**config.mk**
```make
export PLATFORM = sky130hd
export DESIGN_NAME = command_replay_filter_top_flat
export DESIGN_NICKNAME = d
export VERILOG_FILES = /design/src/hw/rtl/crf_pkg.sv /design/src/hw/rtl/crf_req_if.sv /design/src/hw/rtl/crf_rsp_if.sv /design/src/hw/rtl/crf_ram.sv /design/src/hw/rtl/command_replay_filter_top.sv /design/src/flat_wrapper.sv
export VERILOG_INCLUDE_DIRS = /design/src /design/src/hw/rtl
export SDC_FILE = /design/constraint.sdc
export NUM_CORES = 2
export LEC_CHECK = 0
export BUFFER_PORTS_ARGS = -buffer_cell sky130_fd_sc_hd__buf_2
export CAP_MARGIN = 20
export CORE_ASPECT_RATIO = 1.4
export CORE_UTILIZATION = 55
export DETAILED_ROUTE_END_ITERATION = 8
export MAX_ROUTING_LAYER = met4
export PLACE_DENSITY = 0.72
export SLEW_MARGIN = 10
export SYNTH_ARGS = -nofsm -noshare
export SYNTH_HDL_FRONTEND = slang
export SYNTH_SLANG_ARGS = --single-unit
```
**constraint.sdc**
```tcl
create_clock -name clock -period 6.8 [get_ports clock]
set_input_delay 0.34 -clock clock [delete_from_list [all_inputs] [get_ports clock]]
set_output_delay 0.34 -clock clock [all_outputs]
set_load 0.005 [all_outputs]
```
**src/hw/rtl/command_replay_filter_top_assert.svh**
```systemverilog
// ---------------------------------------------------------------------------
// command_replay_filter_top_assert
// assertion macros for the replay filter, clocked on clock, held off in reset
// ---------------------------------------------------------------------------
`ifndef COMMAND_REPLAY_FILTER_TOP_ASSERT_SVH
`define COMMAND_REPLAY_FILTER_TOP_ASSERT_SVH

// consequent must hold in the same cycle
`define CRF_ASSERT_NOW(label, ante, cons, msg) \
   label: assert property (@(posedge clock) disable iff (reset) (ante) |-> (cons)) \
      else $error(msg);

// consequent must hold in the next cycle
`define CRF_ASSERT_NEXT(label, ante, cons, msg) \
   label: assert property (@(posedge clock) disable iff (reset) (ante) |=> (cons)) \
      else $error(msg);

`endif

```
**src/hw/rtl/crf_pkg.sv**
```systemverilog
// ---------------------------------------------------------------------------
// crf_pkg
// shared widths, types and constants of the command replay filter
// ---------------------------------------------------------------------------
package crf_pkg;

   localparam int unsigned SRC_W  = 16;
   localparam int unsigned NUM_W  = 8;
   localparam int unsigned TIME_W = 32;
   localparam int unsigned SLOT_W = 4;

   localparam logic [TIME_W-1:0] TIMEOUT_RESET = 32'd5000;

   typedef struct packed {
      logic [SRC_W-1:0]  source;
      logic [NUM_W-1:0]  number;
      logic [TIME_W-1:0] arrive_ms;
   } entry_type;

   typedef enum logic [2:0] {
      ST_IDLE = 3'b001,
      ST_SCAN = 3'b010,
      ST_DONE = 3'b100
   } state_type;

endpackage

```
**src/hw/rtl/crf_req_if.sv**
```systemverilog
// ---------------------------------------------------------------------------
// crf_req_if
// command channel: source address, command number and current time
// ---------------------------------------------------------------------------
interface crf_req_if;
   logic                         valid;
   logic                         ready;
   logic [crf_pkg::SRC_W-1:0]    source_address;
   logic [crf_pkg::NUM_W-1:0]    command_number;
   logic [crf_pkg::TIME_W-1:0]   now_ms;

   modport source (output valid, output source_address, output command_number,
                   output now_ms, input ready);
   modport sink   (input valid, input source_address, input command_number,
                   input now_ms, output ready);
endinterface

```
**src/hw/rtl/crf_rsp_if.sv**
```systemverilog
// ---------------------------------------------------------------------------
// crf_rsp_if
// verdict channel: fresh flag and the slot that was written
// ---------------------------------------------------------------------------
interface crf_rsp_if;
   logic                         valid;
   logic                         ready;
   logic                         fresh;
   logic [crf_pkg::SLOT_W-1:0]   slot_written;

   modport source (output valid, output fresh, output slot_written, input ready);
   modport sink   (input valid, input fresh, input slot_written, output ready);
endinterface

```
**src/hw/rtl/crf_ram.sv**
```systemverilog
// ---------------------------------------------------------------------------
// crf_ram
// generic single write, single read ram with registered read data
// ---------------------------------------------------------------------------
module crf_ram #(
   parameter int unsigned WIDTH = 56,
   parameter int unsigned DEPTH = 16
) (
   input  logic                     clock,
   input  logic                     wr_en,
   input  logic [$clog2(DEPTH)-1:0] wr_addr,
   input  logic [WIDTH-1:0]         wr_data,
   input  logic [$clog2(DEPTH)-1:0] rd_addr,
   output logic [WIDTH-1:0]         rd_data
);

   logic [WIDTH-1:0] mem [DEPTH];
   logic [WIDTH-1:0] rd_data_ff;

   always_ff @(posedge clock) begin
      if (wr_en) begin
         mem[wr_addr] <= wr_data;
      end
      rd_data_ff <= mem[rd_addr];
   end

   assign rd_data = rd_data_ff;

endmodule

```
**src/hw/rtl/command_replay_filter_top.sv**
```systemverilog
// ---------------------------------------------------------------------------
// command_replay_filter_top
// replay filter: one table entry is read and checked per cycle by a shared
// add/compare unit; a fresh command overwrites the oldest entry
// ---------------------------------------------------------------------------
// flow: an accepted beat starts a scan that checks the entries in order, then
//   the verdict is registered; a duplicate ends the scan early at its entry
// occupancy: one command at a time, no new beat is taken until the verdict
//   is issued, since the single table read port feeds one compare unit
// reset: synchronous; table reads as all zero via per-entry valid bits,
//   timeout returns to 5000, no clearing pass
`include "command_replay_filter_top_assert.svh"

module command_replay_filter_top #(
   parameter int unsigned TABLE_ENTRIES = 16
) (
   input  logic                              clock,
   input  logic                              reset,
   input  logic                              csr_wr_en,
   input  logic [crf_pkg::TIME_W-1:0]        csr_wr_data,
   crf_req_if.sink                           req,
   crf_rsp_if.source                         rsp
);

   localparam int unsigned IDX_W = $clog2(TABLE_ENTRIES);
   localparam int unsigned CNT_W = $clog2(TABLE_ENTRIES + 1);
   localparam int unsigned ENT_W = $bits(crf_pkg::entry_type);
   localparam logic [CNT_W-1:0] CNT_LAST = CNT_W'(TABLE_ENTRIES);

   crf_pkg::state_type state_ff, state_in;
   logic [CNT_W-1:0]   cnt_ff, cnt_in;
   logic [IDX_W-1:0]   rd_idx_ff;
   logic               ent_vld_ff;
   logic [TABLE_ENTRIES-1:0] valid_ff, valid_in;

   logic [crf_pkg::SRC_W-1:0]  src_ff, src_in;
   logic [crf_pkg::NUM_W-1:0]  num_ff, num_in;
   logic [crf_pkg::TIME_W-1:0] now_ff, now_in;
   logic [crf_pkg::TIME_W-1:0] min_time_ff, min_time_in;
   logic [IDX_W-1:0]           slot_ff, slot_in;
   logic                       fresh_ff, fresh_in;
   logic [crf_pkg::TIME_W-1:0] timeout_ff;

   logic                        rsp_valid_ff, rsp_valid_in;
   logic                        rsp_fresh_ff, rsp_fresh_in;
   logic [crf_pkg::SLOT_W-1:0]  rsp_slot_ff, rsp_slot_in;

   logic [IDX_W-1:0]        rd_addr;
   logic [ENT_W-1:0]        rd_data;
   crf_pkg::entry_type      ent;
   crf_pkg::entry_type      wr_ent;
   logic                    wr_en;
   logic [crf_pkg::TIME_W:0] expiry;
   logic                    hit;
   logic                    lower;
   logic                    req_beat;
   logic [IDX_W+crf_pkg::SLOT_W-1:0] slot_wide;

   // table storage
   crf_ram #(
      .WIDTH (ENT_W),
      .DEPTH (TABLE_ENTRIES)
   ) u_table (
      .clock   (clock),
      .wr_en   (wr_en),
      .wr_addr (slot_ff),
      .wr_data (wr_ent),
      .rd_addr (rd_addr),
      .rd_data (rd_data)
   );

   assign req_beat = req.valid && req.ready;
   assign rd_addr  = (cnt_ff < CNT_LAST) ? cnt_ff[IDX_W-1:0] : '0;
   assign wr_ent   = '{source: src_ff, number: num_ff, arrive_ms: now_ff};

   // shared compare unit: one entry per cycle, never-written entries read as zero
   always_comb begin
      ent    = ent_vld_ff ? crf_pkg::entry_type'(rd_data) : '0;
      expiry = {1'b0, ent.arrive_ms} + {1'b0, timeout_ff};
      hit    = (ent.source == src_ff) && (ent.number == num_ff) &&
               (expiry > {1'b0, now_ff});
      lower  = (cnt_ff == CNT_W'(1)) || (ent.arrive_ms < min_time_ff);
   end

   assign slot_wide = {{crf_pkg::SLOT_W{1'b0}}, slot_ff};

   always_comb begin
      state_in     = state_ff;
      cnt_in       = cnt_ff;
      valid_in     = valid_ff;
      src_in       = src_ff;
      num_in       = num_ff;
      now_in       = now_ff;
      min_time_in  = min_time_ff;
      slot_in      = slot_ff;
      fresh_in     = fresh_ff;
      rsp_valid_in = rsp_valid_ff && !rsp.ready;
      rsp_fresh_in = rsp_fresh_ff;
      rsp_slot_in  = rsp_slot_ff;
      wr_en        = 1'b0;

      case (state_ff)
         crf_pkg::ST_IDLE: begin
            if (req_beat) begin
               src_in   = req.source_address;
               num_in   = req.command_number;
               now_in   = req.now_ms;
               cnt_in   = '0;
               state_in = crf_pkg::ST_SCAN;
            end
         end
         crf_pkg::ST_SCAN: begin
            cnt_in = cnt_ff + CNT_W'(1);
            // read data is registered and lags the address, so no entry is checked while cnt is zero
            if (cnt_ff != '0) begin
               if (hit) begin
                  fresh_in = 1'b0;
                  state_in = crf_pkg::ST_DONE;
               end else begin
                  if (lower) begin
                     min_time_in = ent.arrive_ms;
                     slot_in     = rd_idx_ff;
                  end
                  if (cnt_ff == CNT_LAST) begin
                     fresh_in = 1'b1;
                     state_in = crf_pkg::ST_DONE;
                  end
               end
            end
         end
         crf_pkg::ST_DONE: begin
            if (!rsp_valid_ff || rsp.ready) begin
               rsp_valid_in = 1'b1;
               rsp_fresh_in = fresh_ff;
               rsp_slot_in  = fresh_ff ? slot_wide[crf_pkg::SLOT_W-1:0] : '0;
               wr_en        = fresh_ff;
               if (fresh_ff) begin
                  valid_in[slot_ff] = 1'b1;
               end
               state_in = crf_pkg::ST_IDLE;
            end
         end
         default: begin
            state_in = crf_pkg::ST_IDLE;
         end
      endcase
   end

   always_ff @(posedge clock) begin
      if (reset) begin
         state_ff     <= crf_pkg::ST_IDLE;
         cnt_ff       <= '0;
         valid_ff     <= '0;
         timeout_ff   <= crf_pkg::TIMEOUT_RESET;
         rsp_valid_ff <= 1'b0;
      end else begin
         state_ff     <= state_in;
         cnt_ff       <= cnt_in;
         valid_ff     <= valid_in;
         rsp_valid_ff <= rsp_valid_in;
         if (csr_wr_en) begin
            timeout_ff <= csr_wr_data;
         end
      end
   end

   always_ff @(posedge clock) begin
      src_ff       <= src_in;
      num_ff       <= num_in;
      now_ff       <= now_in;
      min_time_ff  <= min_time_in;
      slot_ff      <= slot_in;
      fresh_ff     <= fresh_in;
      rsp_fresh_ff <= rsp_fresh_in;
      rsp_slot_ff  <= rsp_slot_in;
      rd_idx_ff    <= rd_addr;
      ent_vld_ff   <= valid_ff[rd_addr];
   end

   assign req.ready        = (state_ff == crf_pkg::ST_IDLE);
   assign rsp.valid        = rsp_valid_ff;
   assign rsp.fresh        = rsp_fresh_ff;
   assign rsp.slot_written = rsp_slot_ff;

   `CRF_ASSERT_NEXT(a_beat_starts_scan, req_beat, (state_ff == crf_pkg::ST_SCAN) && (cnt_ff == '0), "accepted beat did not start a scan")
   `CRF_ASSERT_NOW(a_scan_bound, state_ff == crf_pkg::ST_SCAN, cnt_ff <= CNT_LAST, "scan counter ran past the table")
   `CRF_ASSERT_NOW(a_rsp_from_done, $rose(rsp_valid_ff), $past(state_ff) == crf_pkg::ST_DONE, "verdict raised outside done state")
   `CRF_ASSERT_NOW(a_dup_slot_zero, rsp.valid && !rsp.fresh, rsp.slot_written == '0, "duplicate verdict carries a slot")

endmodule

```
**src/flat_wrapper.sv**
```systemverilog
// flat-port wrapper written by rule: the top's interface ports become plain ports
module command_replay_filter_top_flat 
#(
   parameter int unsigned TABLE_ENTRIES = 16
)
  (clock, reset, csr_wr_en, csr_wr_data, req_valid, req_source_address, req_command_number, req_now_ms, req_ready, rsp_valid, rsp_fresh, rsp_slot_written, rsp_ready);
  crf_req_if req_i ();
  crf_rsp_if rsp_i ();
  input  logic clock;
  input  logic reset;
  input  logic csr_wr_en;
  input  logic [crf_pkg::TIME_W-1:0] csr_wr_data;
  input wire logic [$bits(req_i.valid)-1:0] req_valid;
  input wire logic [$bits(req_i.source_address)-1:0] req_source_address;
  input wire logic [$bits(req_i.command_number)-1:0] req_command_number;
  input wire logic [$bits(req_i.now_ms)-1:0] req_now_ms;
  output wire logic [$bits(req_i.ready)-1:0] req_ready;
  output wire logic [$bits(rsp_i.valid)-1:0] rsp_valid;
  output wire logic [$bits(rsp_i.fresh)-1:0] rsp_fresh;
  output wire logic [$bits(rsp_i.slot_written)-1:0] rsp_slot_written;
  input wire logic [$bits(rsp_i.ready)-1:0] rsp_ready;
  assign req_i.valid = req_valid;
  assign req_i.source_address = req_source_address;
  assign req_i.command_number = req_command_number;
  assign req_i.now_ms = req_now_ms;
  assign req_ready = req_i.ready;
  assign rsp_valid = rsp_i.valid;
  assign rsp_fresh = rsp_i.fresh;
  assign rsp_slot_written = rsp_i.slot_written;
  assign rsp_i.ready = rsp_ready;
  command_replay_filter_top #(.TABLE_ENTRIES(TABLE_ENTRIES)) u_core (.clock(clock), .reset(reset), .csr_wr_en(csr_wr_en), .csr_wr_data(csr_wr_data), .req(req_i), .rsp(rsp_i));
endmodule
```
== Yosys cells after proc, flatten, opt, wreduce, memory -nomap -nowiden ==
Memory sizes are Yosys's and may differ from the RTL's. A register that Yosys moved wholly into a read port is not among the register bits.
Cells that the tools add are included.

* $add $sub $neg: 2
* Magnitude comparators: 6
* Equal/unequal tests: 11
* Mux-type cells: 21
* Bitwise operators: 2
* Reductions and logical operators: 19

{| class="wikitable"
|+ Operator list
! kind !! number
|-
| 56-bit two-way mux || 1
|-
| 32-bit by 32-bit adder with 33-bit output || 1
|-
| 33-bit by 32-bit greater-than comparator with 1-bit output || 1
|-
| 32-bit < comparator || 1
|-
| 16-bit == test || 1
|-
| 16-bit OR || 1
|-
| 3-bit two-way mux || 5
|-
| 4-bit by 5-bit < comparator with 1-bit output (second input constant) || 2
|-
| 5-bit case mux with 2 select lines || 1
|-
| 1-bit two-way mux || 9
|-
| 3-bit case mux with 3 select lines || 1
|-
| 8-bit == test || 1
|-
| 4-bit AND reduction || 2
|-
| 2-bit AND reduction || 3
|-
| 3-bit AND reduction || 2
|-
| 5-bit by 1-bit adder with 5-bit output (second input constant) || 1
|-
| 5-bit by 1-bit == test with 1-bit output (second input constant) || 1
|-
| 5-bit == test (second input constant) || 1
|-
| 1-bit logical AND || 5
|-
| 5-bit < comparator (second input constant) || 1
|-
| 5-bit two-way mux || 1
|-
| 5-bit nonzero test || 1
|-
| 1-bit binary-select mux with 4-bit select || 1
|-
| 1-bit demux with 4-bit select || 1
|-
| 12 further kinds || 16
|}

* Register bits: 160
* Memory bits (writable): 896
* Bits of input ports: 93
* Output and inout bits: 7
* Memories: 1

{| class="wikitable"
|+ Memory list
! name !! words !! width !! read ports !! clocked after Yosys merged registers in !! write ports !! RTL line !! RTL
|-
| u_core.u_table.mem || 16 || 56 || 1 || 1 || 1 || crf_ram.sv:17 || <nowiki>logic [WIDTH-1:0] mem [DEPTH];</nowiki>
|}

== Logic depth before layout (Yosys ltp) ==
* Depth after elaboration: 7
* Mapped depth: 23
* Gate-level depth less buffers: 21

== By module ==
Synthesis repeated with hierarchy kept, for this count alone.

* Cells, all modules: 2394
* Area, all modules: 44141.1 sq um

{| class="wikitable"
|+ By module, submodules not included
! module !! instances !! cells an instance !! area an instance (sq um)
|-
| crf_ram || 1 || 1445 || 34678.3
|-
| command_replay_filter_top || 1 || 949 || 9462.8
|}

== Worst setup path after synthesis ==
OpenSTA, ideal clock, no wires.

* Path type: flip-flop to flip-flop
* From: register u_core.state_ff[2]
* To: memory u_core.u_table.mem[6][0], enable pin
* Arrival time: 5351 ps
* Setup slack: 895 ps
* Cell stages (with the launch flop): 6
* Clock period less this slack: 5905 ps
* Path through: dfxtp_1 clkbuf_1 and3_1 clkbuf_1 nand3b_1 nor3b_1

* Longest elaborated chain between the ends: 4

{| class="wikitable"
|+ RTL lines
! item !! RTL line !! RTL
|-
| start: declaration || command_replay_filter_top.sv:30 || <nowiki>crf_pkg::state_type state_ff, state_in;</nowiki>
|-
| start signal: assignment || command_replay_filter_top.sv:151 || <nowiki>state_ff <= crf_pkg::ST_IDLE;</nowiki>
|-
| start signal: assignment || command_replay_filter_top.sv:157 || <nowiki>state_ff <= state_in;</nowiki>
|-
| 3-bit == test || command_replay_filter_top.sv:102 || <nowiki>case (state_ff)</nowiki>
|-
| 1-bit two-way mux || command_replay_filter_top.sv:102 ||
|-
| 1-bit two-way mux || crf_ram.sv:21 || <nowiki>if (wr_en) begin</nowiki>
|-
| 1-bit two-way mux (not written as such) || crf_ram.sv:22 || <nowiki>mem[wr_addr] <= wr_data;</nowiki>
|-
| end: declaration || crf_ram.sv:17 ||
|}

No other way between the ends.

==> results.md <==
- Outcome: finished clean
- Type of the worst setup path: register to register
- DP HPWL: 65.5 mm
- Die height: 341 µm
- Ys Warns: 0
- Post-synth cell types: 85
- Initial antenna violation count: 3
- Uppermost layer routed: met4
- Number of core rows: 124
- TNS Setup: 0 ps
- Slew margin rel.: 18.1%
- Total CTS buffers: 102
- Antenna-violating nets left: 0
- Via count of the first global-routing pass: 28200
- First-pass GRT wire length: 175 mm
- Post-placement cell count: 4022
- Tot GR Track Use: 29.4%
- Hold Vio Cnt, Final: 0
- Worst VDD drop: 0.196 mV
- Syn Inst Count: 2975
- Root Buffer: clkbuf_16
- CTS sink count: 1112
- Nets: 3328
- Slew @ Worst Pin: 1220 ps
- Crit. End Element: register
- Remaining global-route overflow: 0
- Syn_nets: 3158
- Gates resized, CTS repair: 0
- Routed WL: 119 mm
- Layout Cells excl Fill: 4307
- Drt pass-1 iters: 6
- PortBufs: 99
- WL met1: 46.0 mm
- Clock Skews: 28.4 ps
- CTS tree: yes
- Final setup violation count: 0
- Req. time, crit path: 7160 ps
- Die area: 0.0835 mm²
- Max clock buf depth: 3
- Skew-Pair Late Insertion Delay: 690 ps
- Share of layout cells above drive strength 1: 13.0%
- Pleak: 16.9 nW
- Met3 Routed Length: 9.43 mm
- Ys flop type: edfxtp_1
- Yosys reg bits: 1112
- CTS clock-pin slew for the worst setup and hold paths: 70 ps
- Cell Area, Synth: 0.0453 mm²
- Crit start category: register
- Hold Crit Class: primary input to register
- Largest net degree at the start of global routing: 91
- Routed wl met2: 59.4 mm
- # DRC: 0
- GPL Wtd Cong: 0.912
- Fin crit period: 5930 ps
- Fin crit share: 87.3%
- Achievable Freq: 169 MHz
- Starting Density: 55.5%
- Power Density: 272 mW/mm²
- Ports: 100
- Number of setup buffers added after CTS: 0
- Final Max Slew Viols: 0
- Avg Inst Size Synth: 15.2 µm²
- Sequential fraction of the synthesis area: 71.2%
- Routed vias: 27700
- Crit path arrival time: 6290 ps
- Htree depth: 3
- RSZ-0062 raised after global routing: false
- Multi-input gate area: 0.0122 mm²
- Drt wl/cell: 27.7 µm
- Die X: 244 µm
- Placeable Area: 0.0816 mm²
- Fill cells: 5885
- Hold_buf cts: 88
- Vias per cell: 6.44
- Crit-path max FO: 32
- Max_cap viols: 0
- P&R area growth vs syn: 13.6%
- Post-synth ARST share: 0%
- 1st-iter DRT viols: 3073
- Post-synth EDFFs: 994
- Sequential Area: 0.0322 mm²
## per-layer routing
layer / vias to the layer above / track usage (%)
li1: 12000 / -
met1: 14000 / 36.7
met2: 1433 / 48.9
met3: 311 / 3.73
met4: 0 / 11.8
met5: - / -
## state kept, by name, indices dropped and copies added (netlist names)
register                 flops
u_core.now_ff               32
u_core.rsp.fresh             1
u_core.rd_idx_ff             4
u_core.cnt_ff                5
u_core.u_table.mem         896
u_core.src_ff               16
u_core.num_ff                8
u_core.rsp.valid             1
u_core.valid_ff             16
u_core.rsp.slot_written      4
u_core.timeout_ff           32
u_core.slot_ff               4
u_core.ent_vld_ff            1
u_core.fresh_ff              1
u_core.state_ff              3
u_core.min_time_ff          32
u_core.u_table.rd_data      56
## cell usage after synthesis, types with 6 or more instances
master,count,area (µm²)
xor2_1,15,131
o221ai_1,116,1020
a31oi_1,10,62.6
dfxtp_1,118,2360
xnor2_1,27,236
nand3_1,23,115
a21oi_1,215,1080
o21ai_0,82,410
clkbuf_1,135,507
nand2_1,111,417
a211o_1,8,70.1
inv_1,75,282
nand4b_1,9,78.8
a211oi_1,6,45.0
o21a_1,12,90.1
nor2_1,171,642
nor3_1,33,165
a21o_1,22,165
nand4_1,16,100
a32o_1,57,571
buf_2,8,40.0
mux2_2,57,642
nor2b_1,10,62.6
a221oi_1,59,517
mux2i_1,313,3130
and3_1,6,37.5
and2_1,34,213
edfxtp_1,994,29800
ha_1,89,1110
o22ai_1,13,81.3
buf_1,24,90.1
## kinds of logic after synthesis
family,Yosys count,synth area share (%)
fa+ha+maj,94,2.60
simple gates,442,4.55
compound gates,664,10.4
mux,370,8.34
buf+inv,251,2.16
flops,1112,71.2
xor+xnor,42,0.813
## cell usage in the layout (no fill, tap or decap), types with 57 or more instances in the layout
master         synthesis  layout
a21oi_1              215     215
buf_2                  8      99
a221oi_1              59      59
nand2_1              111     111
dlygate4sd3_1          0      88
ha_1                  89      89
mux2i_1              313     313
edfxtp_1             994     994
clkbuf_16              0     105
mux2_2                57      57
o221ai_1             116     116
o21ai_0               82      82
inv_1                 75      74
a32o_1                57      57
dfxtp_1              118     113
nor2_1               171     158
## layout make-up
| type | count | area share [%] |
|---|---|---|
| inverter | 80 | 0.591 |
| sequential | 1112 | 62.7 |
| clock inverter | 53 | 1.18 |
| tap | 1071 | 2.61 |
| antenna | 3 | 0.0146 |
| timing repair buffer | 237 | 3.66 |
| clock buffer | 139 | 5.49 |
| multi-input combinational | 1612 | 23.8 |
## critical path: stages, from the launching register on
cell	delay, ps
dfxtp_2	510
buf_4	340
and2_1	230
ha_1	310
a21o_1	200
a21o_1	180
a2111oi_0	450
nor3_1	140
a41oi_2	310
a21oi_1	240
a2111o_1	450
o311ai_1	100
ha_1	170
nand4_1	160
nor4_1	340
a41oi_1	220
o31ai_1	150
o211ai_1	190
a31o_2	260
nand2_1	80
and3_2	290
buf_12	260
## where the power goes
part           switching (mW)  internal, mW  leakage (nW)
Sequential              0.161          7.54          9.88
Combinational           0.242         0.183          5.37
Clock                    2.48          3.37          1.66
## final timing paths
| check | slack, ps | cells after the start | to | startpoint |
|---|---|---|---|---|
| worst max register to register | 870 | 21 | u_core.min_time_ff[25] | u_core.ent_vld_ff |
| worst min-delay path | 50 | 4 | u_core.cnt_ff[1] | req_valid |
| worst max-delay path | 870 | 21 | u_core.min_time_ff[25] | u_core.ent_vld_ff |
| worst min register to register | 410 | 0 | u_core.slot_ff[1] | u_core.rd_idx_ff[1] |
## per-stage QoR
step                      worst slack, ps  hold WS (ps)  total power [mW]  area [µm²]  utilization (%)
after floorplan                       895           386              8.02       45300                -
after global placement               1090           386              8.21       47100             57.7
after detailed placement              967           398              8.23       47100             57.7
after CTS                             922          22.4              14.0       51400             62.9
after global routing                  582          95.5              14.3       51400             63.0
final                                 866          54.9              14.0       51400             63.0
Note: power is estimated with default switching activity, not from simulation.
